`src/sv/hhf_pkg.sv`:
```
`timescale 1ns / 1ps
// ---------------------------------------------------------------------------
// HTTP host filter package
// Shared types and constants for the host header filter.
// ---------------------------------------------------------------------------
package hhf_pkg;

   localparam int MAX_HOST_BYTES = 32;
   localparam int TARGET_BYTES   = 32;
   localparam int TARGET_LEN_W   = 6;
   localparam int CSR_INDEX_W    = 3;
   localparam int CSR_DATA_W     = 64;

   localparam logic [7:0] CR_BYTE = 8'h0D;

   localparam logic [2:0] KEYWORD_LAST = 3'd5;

   localparam logic [CSR_INDEX_W-1:0] CSR_TARGET_LENGTH = 3'd0;
   localparam logic [CSR_INDEX_W-1:0] CSR_TARGET_WORD_0 = 3'd1;
   localparam logic [CSR_INDEX_W-1:0] CSR_TARGET_WORD_1 = 3'd2;
   localparam logic [CSR_INDEX_W-1:0] CSR_TARGET_WORD_2 = 3'd3;
   localparam logic [CSR_INDEX_W-1:0] CSR_TARGET_WORD_3 = 3'd4;

   typedef enum logic [2:0] {
      PH_HEADER,
      PH_SKIP,
      PH_SEARCH,
      PH_COMPARE,
      PH_ACCEPT,
      PH_DROP
   } phase_type;

   typedef struct packed {
      logic [TARGET_LEN_W-1:0]       length;
      logic [TARGET_BYTES-1:0][7:0]  host;
   } target_type;

   // Bytes of the "Host: " keyword.
   function automatic logic [7:0] keyword_byte(input logic [2:0] idx);
      logic [7:0] kb;
      unique case (idx)
         3'd0:    kb = 8'h48;
         3'd1:    kb = 8'h6F;
         3'd2:    kb = 8'h73;
         3'd3:    kb = 8'h74;
         3'd4:    kb = 8'h3A;
         3'd5:    kb = 8'h20;
         3'd7:    kb = 8'h6F;
         default: kb = 8'h48;
      endcase
      return kb;
   endfunction

endpackage

```
`src/sv/hhf_target_regs.sv`:
```
`timescale 1ns / 1ps
// ---------------------------------------------------------------------------
// HTTP host filter target registers
// Holds the blocked host name and its length, written through the CSR port.
// ---------------------------------------------------------------------------
module hhf_target_regs
   import hhf_pkg::*;
(
   input  logic                   clock,
   input  logic                   reset,
   input  logic                   csr_wr_en,
   input  logic [CSR_INDEX_W-1:0] csr_index,
   input  logic [CSR_DATA_W-1:0]  csr_wdata,
   output target_type             target
);

   logic [TARGET_LEN_W-1:0] length_ff;
   logic [CSR_DATA_W-1:0]   word0_ff;
   logic [CSR_DATA_W-1:0]   word1_ff;
   logic [CSR_DATA_W-1:0]   word2_ff;
   logic [CSR_DATA_W-1:0]   word3_ff;

   always_ff @(posedge clock) begin
      if (reset) begin
         length_ff <= '0;
         word0_ff  <= '0;
         word1_ff  <= '0;
         word2_ff  <= '0;
         word3_ff  <= '0;
      end else if (csr_wr_en) begin
         unique case (csr_index)
            CSR_TARGET_LENGTH: length_ff <= csr_wdata[TARGET_LEN_W-1:0];
            CSR_TARGET_WORD_0: word0_ff  <= csr_wdata;
            CSR_TARGET_WORD_1: word1_ff  <= csr_wdata;
            CSR_TARGET_WORD_2: word2_ff  <= csr_wdata;
            CSR_TARGET_WORD_3: word3_ff  <= csr_wdata;
            default: ;
         endcase
      end
   end

   assign target.length = length_ff;
   assign target.host   = {word3_ff, word2_ff, word1_ff, word0_ff};

endmodule

```
`src/sv/hhf_parser.sv`:
```
`timescale 1ns / 1ps
// ---------------------------------------------------------------------------
// HTTP host filter parser
// Per-byte packet parser: header lengths, keyword search and host compare.
// ---------------------------------------------------------------------------
module hhf_parser
   import hhf_pkg::*;
#(
   parameter int POSITION_BITS = 16
)
(
   input  logic       clock,
   input  logic       reset,
   input  logic       step,
   input  logic [7:0] packet_byte,
   input  logic       end_of_packet,
   input  target_type target,
   output logic       drop_packet
);

   logic [POSITION_BITS-1:0] byte_position_ff, byte_position_in;
   logic [5:0]               ip_header_bytes_ff, ip_header_bytes_in;
   logic [6:0]               payload_start_ff, payload_start_in;
   phase_type                phase_ff, phase_in;
   logic [2:0]               keyword_progress_ff, keyword_progress_in;
   logic [5:0]               host_index_ff, host_index_in;
   logic                     host_mismatch_ff, host_mismatch_in;

   logic [5:0] ihl_eff;
   logic [6:0] header_end;
   phase_type  phase_eff;

   always_ff @(posedge clock) begin
      if (reset) begin
         byte_position_ff    <= '0;
         ip_header_bytes_ff  <= '0;
         payload_start_ff    <= '0;
         phase_ff            <= PH_HEADER;
         keyword_progress_ff <= '0;
         host_index_ff       <= '0;
         host_mismatch_ff    <= 1'b0;
      end else begin
         byte_position_ff    <= byte_position_in;
         ip_header_bytes_ff  <= ip_header_bytes_in;
         payload_start_ff    <= payload_start_in;
         phase_ff            <= phase_in;
         keyword_progress_ff <= keyword_progress_in;
         host_index_ff       <= host_index_in;
         host_mismatch_ff    <= host_mismatch_in;
      end
   end

   always_comb begin
      byte_position_in    = byte_position_ff;
      ip_header_bytes_in  = ip_header_bytes_ff;
      payload_start_in    = payload_start_ff;
      phase_in            = phase_ff;
      keyword_progress_in = keyword_progress_ff;
      host_index_in       = host_index_ff;
      host_mismatch_in    = host_mismatch_ff;
      ihl_eff             = (byte_position_ff == '0) ? {packet_byte[3:0], 2'b00}
                                                    : ip_header_bytes_ff;
      header_end          = {1'b0, ihl_eff} + 7'd12;
      phase_eff           = phase_ff;
      drop_packet         = 1'b0;

      if (step) begin
         if (phase_ff == PH_HEADER) begin
            ip_header_bytes_in = ihl_eff;
            if (byte_position_ff == POSITION_BITS'(header_end)) begin
               if (packet_byte[7:6] == 2'b00) begin
                  phase_in = PH_ACCEPT;
               end else begin
                  payload_start_in = {1'b0, ihl_eff} + {1'b0, packet_byte[7:4], 2'b00};
                  phase_in         = PH_SKIP;
               end
            end
         end else begin
            if (phase_ff == PH_SKIP &&
                byte_position_ff >= POSITION_BITS'(payload_start_ff)) begin
               phase_eff = PH_SEARCH;
            end
            phase_in = phase_eff;
            if (phase_eff == PH_SEARCH) begin
               if (packet_byte == keyword_byte(keyword_progress_ff)) begin
                  if (keyword_progress_ff >= KEYWORD_LAST) begin
                     keyword_progress_in = '0;
                     host_index_in       = '0;
                     host_mismatch_in    = 1'b0;
                     phase_in            = PH_COMPARE;
                  end else begin
                     keyword_progress_in = keyword_progress_ff + 3'd1;
                  end
               end else begin
                  keyword_progress_in = (packet_byte == keyword_byte(3'd0)) ? 3'd1 : 3'd0;
               end
            end else if (phase_eff == PH_COMPARE) begin
               if (packet_byte == CR_BYTE) begin
                  phase_in = (!host_mismatch_ff && host_index_ff == target.length)
                             ? PH_DROP : PH_ACCEPT;
               end else begin
                  if (host_index_ff >= target.length ||
                      {1'b0, host_index_ff} >= 7'(MAX_HOST_BYTES) ||
                      packet_byte != target.host[host_index_ff[4:0]]) begin
                     host_mismatch_in = 1'b1;
                  end
                  if (host_index_ff != 6'd63) begin
                     host_index_in = host_index_ff + 6'd1;
                  end
               end
            end
         end

         if (byte_position_ff != '1) begin
            byte_position_in = byte_position_ff + 1'b1;
         end

         if (end_of_packet) begin
            drop_packet         = (phase_in == PH_DROP);
            byte_position_in    = '0;
            ip_header_bytes_in  = '0;
            payload_start_in    = '0;
            phase_in            = PH_HEADER;
            keyword_progress_in = '0;
            host_index_in       = '0;
            host_mismatch_in    = 1'b0;
         end
      end
   end

   a_keyword_range: assert property (@(posedge clock) disable iff (reset)
      keyword_progress_ff <= KEYWORD_LAST)
      else $error("Keyword progress out of range.");

   a_drop_clean: assert property (@(posedge clock) disable iff (reset)
      phase_ff == PH_DROP |-> !host_mismatch_ff)
      else $error("Drop verdict held with a host mismatch.");

   a_packet_clear: assert property (@(posedge clock) disable iff (reset)
      step && end_of_packet |=> byte_position_ff == '0 && phase_ff == PH_HEADER)
      else $error("Parser state not cleared after the last item.");

endmodule

```
`src/sv/http_host_filter_core.sv`:
```
`timescale 1ns / 1ps
// ---------------------------------------------------------------------------
// HTTP host filter core
// Streams IPv4/TCP packet bytes and drops packets whose Host header matches
// the configured target host.
// ---------------------------------------------------------------------------
// Channel   Direction  Ports                                   Moves
// req       in         req_valid, req_stall, req_packet_byte,   one packet byte
//                      req_end_of_packet
// rsp       out        rsp_valid, rsp_stall, rsp_drop_packet    one verdict
// csr       in         csr_wr_en, csr_index, csr_wdata          register write
//
// One item is accepted per cycle while req_stall is low; the last item of a
// packet passes the input register, and its verdict is set in the result register.
// A stalled verdict holds the output register; items that end no packet
// keep flowing past it, and only the last item of a packet waits.
// Reset clears the parser, the target registers and the valid flags of both
// stage registers.
// ---------------------------------------------------------------------------
module http_host_filter_core
   import hhf_pkg::*;
#(
   parameter int POSITION_BITS = 16
)
(
   input  logic                   clock,
   input  logic                   reset,
   input  logic                   req_valid,
   output logic                   req_stall,
   input  logic [7:0]             req_packet_byte,
   input  logic                   req_end_of_packet,
   output logic                   rsp_valid,
   input  logic                   rsp_stall,
   output logic                   rsp_drop_packet,
   input  logic                   csr_wr_en,
   input  logic [CSR_INDEX_W-1:0] csr_index,
   input  logic [CSR_DATA_W-1:0]  csr_wdata
);

   logic       in_valid_ff, in_valid_in;
   logic [7:0] in_byte_ff;
   logic       in_eop_ff;
   logic       rsp_valid_ff, rsp_valid_in;
   logic       rsp_drop_ff;
   logic       fire;
   logic       accept;
   logic       verdict;
   target_type target;

   assign fire      = in_valid_ff && (!in_eop_ff || !rsp_valid_ff || !rsp_stall);
   assign req_stall = in_valid_ff && !fire;
   assign accept    = req_valid && !req_stall;

   assign in_valid_in  = accept || (in_valid_ff && !fire);
   assign rsp_valid_in = (fire && in_eop_ff) || (rsp_valid_ff && rsp_stall);

   always_ff @(posedge clock) begin
      if (reset) begin
         in_valid_ff  <= 1'b0;
         rsp_valid_ff <= 1'b0;
      end else begin
         in_valid_ff  <= in_valid_in;
         rsp_valid_ff <= rsp_valid_in;
      end
   end

   always_ff @(posedge clock) begin
      if (accept) begin
         in_byte_ff <= req_packet_byte;
         in_eop_ff  <= req_end_of_packet;
      end
      if (fire && in_eop_ff) begin
         rsp_drop_ff <= verdict;
      end
   end

   hhf_target_regs u_target_regs (
      .clock     (clock),
      .reset     (reset),
      .csr_wr_en (csr_wr_en),
      .csr_index (csr_index),
      .csr_wdata (csr_wdata),
      .target    (target)
   );

   hhf_parser #(
      .POSITION_BITS (POSITION_BITS)
   ) u_parser (
      .clock         (clock),
      .reset         (reset),
      .step          (fire),
      .packet_byte   (in_byte_ff),
      .end_of_packet (in_eop_ff),
      .target        (target),
      .drop_packet   (verdict)
   );

   assign rsp_valid       = rsp_valid_ff;
   assign rsp_drop_packet = rsp_drop_ff;

   a_verdict_follows: assert property (@(posedge clock) disable iff (reset)
      fire && in_eop_ff |=> rsp_valid_ff)
      else $error("Last item of a packet produced no verdict.");

   a_verdict_source: assert property (@(posedge clock) disable iff (reset)
      rsp_valid_ff && !$past(rsp_valid_ff && rsp_stall) |-> $past(fire && in_eop_ff))
      else $error("Verdict appeared without a last item.");

   a_input_hold: assert property (@(posedge clock) disable iff (reset)
      in_valid_ff && !fire |=> in_valid_ff && $stable(in_byte_ff) && $stable(in_eop_ff))
      else $error("Waiting item lost or changed in the input register.");

endmodule
```
`config.mk`:
```
export PLATFORM = sky130hd
export DESIGN_NAME = http_host_filter_core
export DESIGN_NICKNAME = d
export VERILOG_FILES = /design/src/sv/hhf_pkg.sv /design/src/sv/hhf_target_regs.sv /design/src/sv/hhf_parser.sv /design/src/sv/http_host_filter_core.sv
export SDC_FILE = /design/constraint.sdc
export NUM_CORES = 1
export LEC_CHECK = 0
export ABC_AREA = 1
export BUFFER_PORTS_ARGS = -buffer_cell sky130_fd_sc_hd__buf_2
export CAP_MARGIN = 20
export CORE_MARGIN = 1.5
export CORE_UTILIZATION = 51
export CTS_BUF_LIST = sky130_fd_sc_hd__clkbuf_16
export DETAILED_ROUTE_END_ITERATION = 6
export PLACE_DENSITY = 0.68
export REMOVE_ABC_BUFFERS = 1
export SLEW_MARGIN = 20
export SYNTH_ARGS = -nofsm -noshare
export SYNTH_HDL_FRONTEND = slang
export SYNTH_HIERARCHICAL = 1
export SYNTH_SLANG_ARGS = --single-unit
```
`constraint.sdc`:
```
create_clock -name clock -period 3.27 [get_ports clock]
set_input_delay 0.1635 -clock clock [delete_from_list [all_inputs] [get_ports clock]]
set_output_delay 0.1635 -clock clock [all_outputs]
set_load 0.03 [all_outputs]
```
Word level (Yosys, flattened, before mapping)
Cells that the tools add are included.
- word-level logic and storage cells: 148
- bits of input ports: 81
- output and inout port bits: 3
- register bits after elaboration: 316
- eq/ne operators: 27
- add/subtract/negate cells: 5
- reductions and logical operators: 43
- mux-type cells: 51
- $lt $le $gt $ge: 5
- operator list (kind ; number):
    $mux W6 ; 11
    $mux W3 ; 18
    $bmux W8 S5 ; 1
    $pmux W7 S5 ; 1
    $mux W16 ; 2
    $mux W8 ; 4
    $mux W7 ; 4
    $eq A3 B2 Y1 const B ; 6
    $add A16 B1 Y16 const B ; 1
    $eq A16 B7 Y1 ; 1
    $ge A16 B7 Y1 ; 1
    $logic_not A16 Y1 ; 1
    $ne A16 B16 Y1 const B ; 1
    $reduce_and A2 Y1 ; 8
    $eq A3 B3 Y1 const B ; 5
    $reduce_and A7 Y1 ; 2
    $mux W1 ; 10
    $eq A3 B1 Y1 const B ; 3
    $reduce_bool A3 Y1 ; 3
    $eq A8 B4 Y1 const B ; 1
    $eq A8 B7 Y1 const B ; 1
    $eq A8 B8 Y1 ; 1
    $ne A8 B8 Y1 ; 1
    $reduce_bool A2 Y1 ; 4
    21 further kinds ; 40

Depth between registers and ports, before layout
- word-level depth: 15
- mapped depth: 20
- gate-level depth less buffers: 20

Hierarchy
The synthesis kept the hierarchy.
- by module, submodules not included (module ; area each (um^2) ; cells each ; times used):
    hhf_target_regs ; 10428.8 ; 1500 ; 1
    hhf_parser ; 6231.0 ; 1207 ; 1
    http_host_filter_core ; 410.4 ; 29 ; 1

Least setup slack after synthesis
No wires, ideal clock.
- kind: register to register
- start point: register u_parser.byte_position_ff[0]
- end point: register u_parser.payload_start_ff[6]
- stages on the path, launching flop included: 19
- path slack: 620 ps
- path buffers: 0
- period minus slack after synthesis: 2650 ps
- data required time: 3138 ps
- arrival: 2518 ps
- path through: dfxtp_1 inv_1 ha_1 nand3_1 nor2_2 nand2_2 nand2_1 nand2_2 inv_2 ha_1 xnor2_1 nor4_1 nand2_1 nor2_1 nand2_1 nor2_1 nand4_1 nand3_1 a21oi_1
- longest elaborated chain between the ends: 7
- elaborated cells on any way between the ends: 11
- classes of those cells: 2 x add/sub; 1 x eq/ne; 5 x mux; 3 x reduce/logical
- RTL lines (element ; line ; RTL):
    start: declaration ; hhf_parser.sv:21 ; logic [POSITION_BITS-1:0] byte_position_ff, byte_position_in;
    start signal: assignment ; hhf_parser.sv:43 ; byte_position_ff <= byte_position_in;
    branches (longest 7 deep; another with $add A6 B4 Y7) ; n/a ;
    end signal: assignment ; hhf_parser.sv:45 ; payload_start_ff <= payload_start_in;
    end: declaration ; hhf_parser.sv:23 ; logic [6:0] payload_start_ff, payload_start_in;
Parallel ways; which one is timed is not known. The select of a mux whose other input is x is not followed.
A chain may end at the register's enable or synchronous reset.

Final worst setup path
- start point: register u_parser.byte_position_ff[0]
- end point: register u_parser.payload_start_ff[1]
The elaborated chain is that of the path after synthesis.

==> flow_summary.toml <==
[setup_path]
path_buf_inv = 2
crit_start = "u_parser/byte_position_ff[0]$_SDFFE_PP0P_"
path_delay_family = "simple AND/OR/NAND/NOR gates"
endpoint_kind = "register"
max_stage_delay_ps = 400
r2r_slack_ps = 300
cp.required_ps = 3650
r2r-end = "u_parser/payload_start_ff[1]$_SDFFE_PP0P_"
cp.arrival_ps = 3350
cpMostUsedCell = "nand2_1"
start_kind = "register"
crit_path_top_delay_cell = "dfxtp_1"
r2r-start = "u_parser/byte_position_ff[0]$_SDFFE_PP0P_"
worstPathCellList = "inv_1 -> ha_1 -> nand3_1 -> nor2_2 -> nand2_2 -> nand2_1 -> nand2_2 -> inv_2 -> ha_1 -> xnor2_1 -> nor4_2 -> nand2_1 -> nor2_1 -> nand2_1 -> nor2_1 -> nand4_1 -> nand3_1 -> a21oi_1"
crit_fanout = 9
reg2reg_depth = 18
critical_path_class = "reg -> reg"

[finish]
mostFrequentLayoutCells = "nor2_1 (652), nand2_1 (626), nand3_1 (451)"
syn2layout_area_growth_pct = 11.85
diodes = 0
fin_nets = 2860
layout.cells.most_common = "nor2_1"
drive_gt1_frac = 0.08135
utilization = 0.5839

[route]
wl_met3_um = 3180
drt-total-wl_um = 49080
vias = 17044
drtIter0Drc = 1515
top_layer_used = "met4"
dr.pass1.iters = 7
postRouteAntennaNets = 0
viasPerCell = 5.293
dr_wl_met2_um = 22620
wl_met1_um = 22060
wire_per_inst_um = 15.24
drc = 0

[synthesis]
netlist_instances = 2736
netlist_area_um2 = 17070
synth_top_family_by_area = "simple AND/OR/NAND/NOR gates"
synth_top_area_frac = 0.3589
synth_mux_area_frac = 0
synthXorXnorAreaFrac = 0.002565
ys_types = 41
synthArstFlopShare = 0
ys_warn_count = 6
synthTopCellsByArea = "dfxtp_1 (36%), nor2_1 (14%), nand2_1 (14%)"
synth_edf_count = 10
yosys.area_share.simple = 0.4408
avgSynthCellArea_um2 = 6.239
ys_seq_elements = 316
synth_compound_area_frac = 0.05292
seq_area_frac_synth = 0.3765
synth_ff_type = "dfxtp_1"
yosysTopAreaCell = "dfxtp_1"
synth_adder_area_share = 0.02096

[clock_network]
cts_buffer_depth = 3
path_clk_slew_ps = 60
cts_root_buf = "clkbuf_16"
insertion_delay_ps = 530
post_cts.repair.setup_buffers = 0
cts_buffers = 37
ctsHtreeMaxLevel = 2
cts_tree = "yes"
cts.sinks = 316

[hold_path]
holdPathStages = 5
holdPathEnd = "u_target_regs/word2_ff[17]$_SDFFE_PP0P_"
hp-start = "csr_wdata[17]"
worstHoldPathType = "in -> reg"

[pwr]
clkPwrFrac = 0.441
ir_worst_vdd_v = 0.0003262
p_comb_frac = 0.131
powerDensity_nw_per_um2 = 499.8
p_leak_nw = 8.475
p_total_mw = 9.542
swShare = 0.2701
p_int_mw = 6.965
pwr-share-seq = 0.428
p_switching_mw = 2.577

[sta]
timing.hold.ws_ps = 9.174
fin_crit_ps = 2967
worst_pin_slew_ps = 986.2
slew-limit-headroom = 0.3425
setup_viol = 0
hold_viol = 0
rsz0062_at_grt = "no"
layout_worst_path_cycle_share = 0.9074
fin_skew_ps = 17.32
fmax_mhz = 337.0
maxSlewViolCount = 0

[grt]
grt_pass1_wl_um = 80780
grt_overflow_total = 0
antenna_found_initial = 0
first_global_vias = 15889
grt_usage = 0.2889
grt_max_degree = 117

[floorplan]
die_y_um = 186.0
io_pins = 84
dieArea_um2 = 34580
core_area_um2 = 32700
die_w_um = 186.0
start_util = 0.5220
rows = 66

[placed_design]
hpwl_um = 29330
portBuffers = 83
gp_congestion = 0.9125

[run]
cap_violations = 0

[status]
status = "finished clean"
-- Yosys cell counts, types with 16 or more instances --
cell / instances
nor3_1: 16
nand2_1: 626
a21oi_1: 48
buf_2: 73
nand3_1: 451
ha_1: 27
dfxtp_1: 306
nor2_1: 653
clkbuf_1: 66
o211ai_1: 31
o21ai_0: 64
inv_1: 252
-- metrics by stage --
step	instance area (um^2)	setup slack [ps]	TNS, ps	std cells
final	19090	303.0	0	3220
after CTS	19090	187.2	0	3220
after global routing	19090	21.71	0	3220
after global placement	17680	276.1	0	3136
after floorplan	16260	-1947	-10140	2572
after detailed placement	17680	213.5	0	3136
-- how the worst max path moves through the flow --
stage                                                endpoint  cells past startpoint
detailed placement  u_parser/payload_start_ff[1]$_SDFFE_PP0P_                     18
global route        u_parser/payload_start_ff[1]$_SDFFE_PP0P_                     18
global placement    u_parser/payload_start_ff[5]$_SDFFE_PP0P_                     18
floorplan              u_parser/host_mismatch_ff$_SDFFE_PP0P_                     13
CTS                 u_parser/payload_start_ff[1]$_SDFFE_PP0P_                     18
finish              u_parser/payload_start_ff[1]$_SDFFE_PP0P_                     18
-- timing repair --
action / CTS / global route
hold endpoints to repair: 18 / 0
resized for setup: 0 / 1
hold buffers: 18 / 0
endpoints found under the setup margin: 0 / 8
-- metal layers --
layer,global-route usage,vias up
met5,0,-
met4,0.09161,0
met3,0.03404,80
met2,0.4779,560
met1,0.3921,7787
li1,-,8617
-- final cells by class --
| type | instances | area (um^2) |
|---|---|---|
| multi-input cells | 1988 | 8843 |
| well taps | 442 | 553.0 |
| repair buffers | 140 | 1026 |
| clock inverters | 27 | 251.5 |
| flip-flops and latches | 316 | 6431 |
| clock buffers | 39 | 975.9 |
| inverters | 268 | 1012 |
| fillers | 3347 | 13610 |
-- power by group through the flow --
stage / Clock [mW] / Sequential, mW / Combinational, mW
2_1_floorplan: 0 / 4.17 / 0.817
6_report: 4.21 / 4.08 / 1.25
3_5_place_dp: 0 / 4.17 / 1.22
3_3_place_gp: 0 / 4.16 / 1.20
4_1_cts: 4.27 / 4.08 / 1.24
5_1_grt: 4.43 / 4.10 / 1.41
-- logic make-up (layout without fill, tap and decap cells) --
logic type | Yosys count | count (layout)
AO/OA/AOI/OAI | 157 | 157
XOR/XNOR | 5 | 5
adder cells (fa/ha/maj) | 28 | 28
buffers and inverters | 432 | 474
flip-flops | 316 | 316
AND/OR/NAND/NOR | 1798 | 1798
-- registers in the layout, indices dropped and copies added (netlist names) --
signal / count
in_byte_ff: 8
in_eop_ff: 1
in_valid_ff: 1
rsp_drop_packet: 1
rsp_valid: 1
u_parser/byte_position_ff: 16
u_parser/host_index_ff: 6
u_parser/host_mismatch_ff: 1
u_parser/ip_header_bytes_ff: 6
u_parser/keyword_progress_ff: 3
u_parser/payload_start_ff: 7
u_parser/phase_ff: 3
u_target_regs/length_ff: 6
u_target_regs/word0_ff: 64
u_target_regs/word1_ff: 64
u_target_regs/word2_ff: 64
u_target_regs/word3_ff: 64
-- worst min-delay path, stage by stage --
cell,delay (ps)
buf_2,80
inv_1,60
nand3_1,80
nand2_1,50
nor2_1,70
Power figures use the tool's default switching activity.
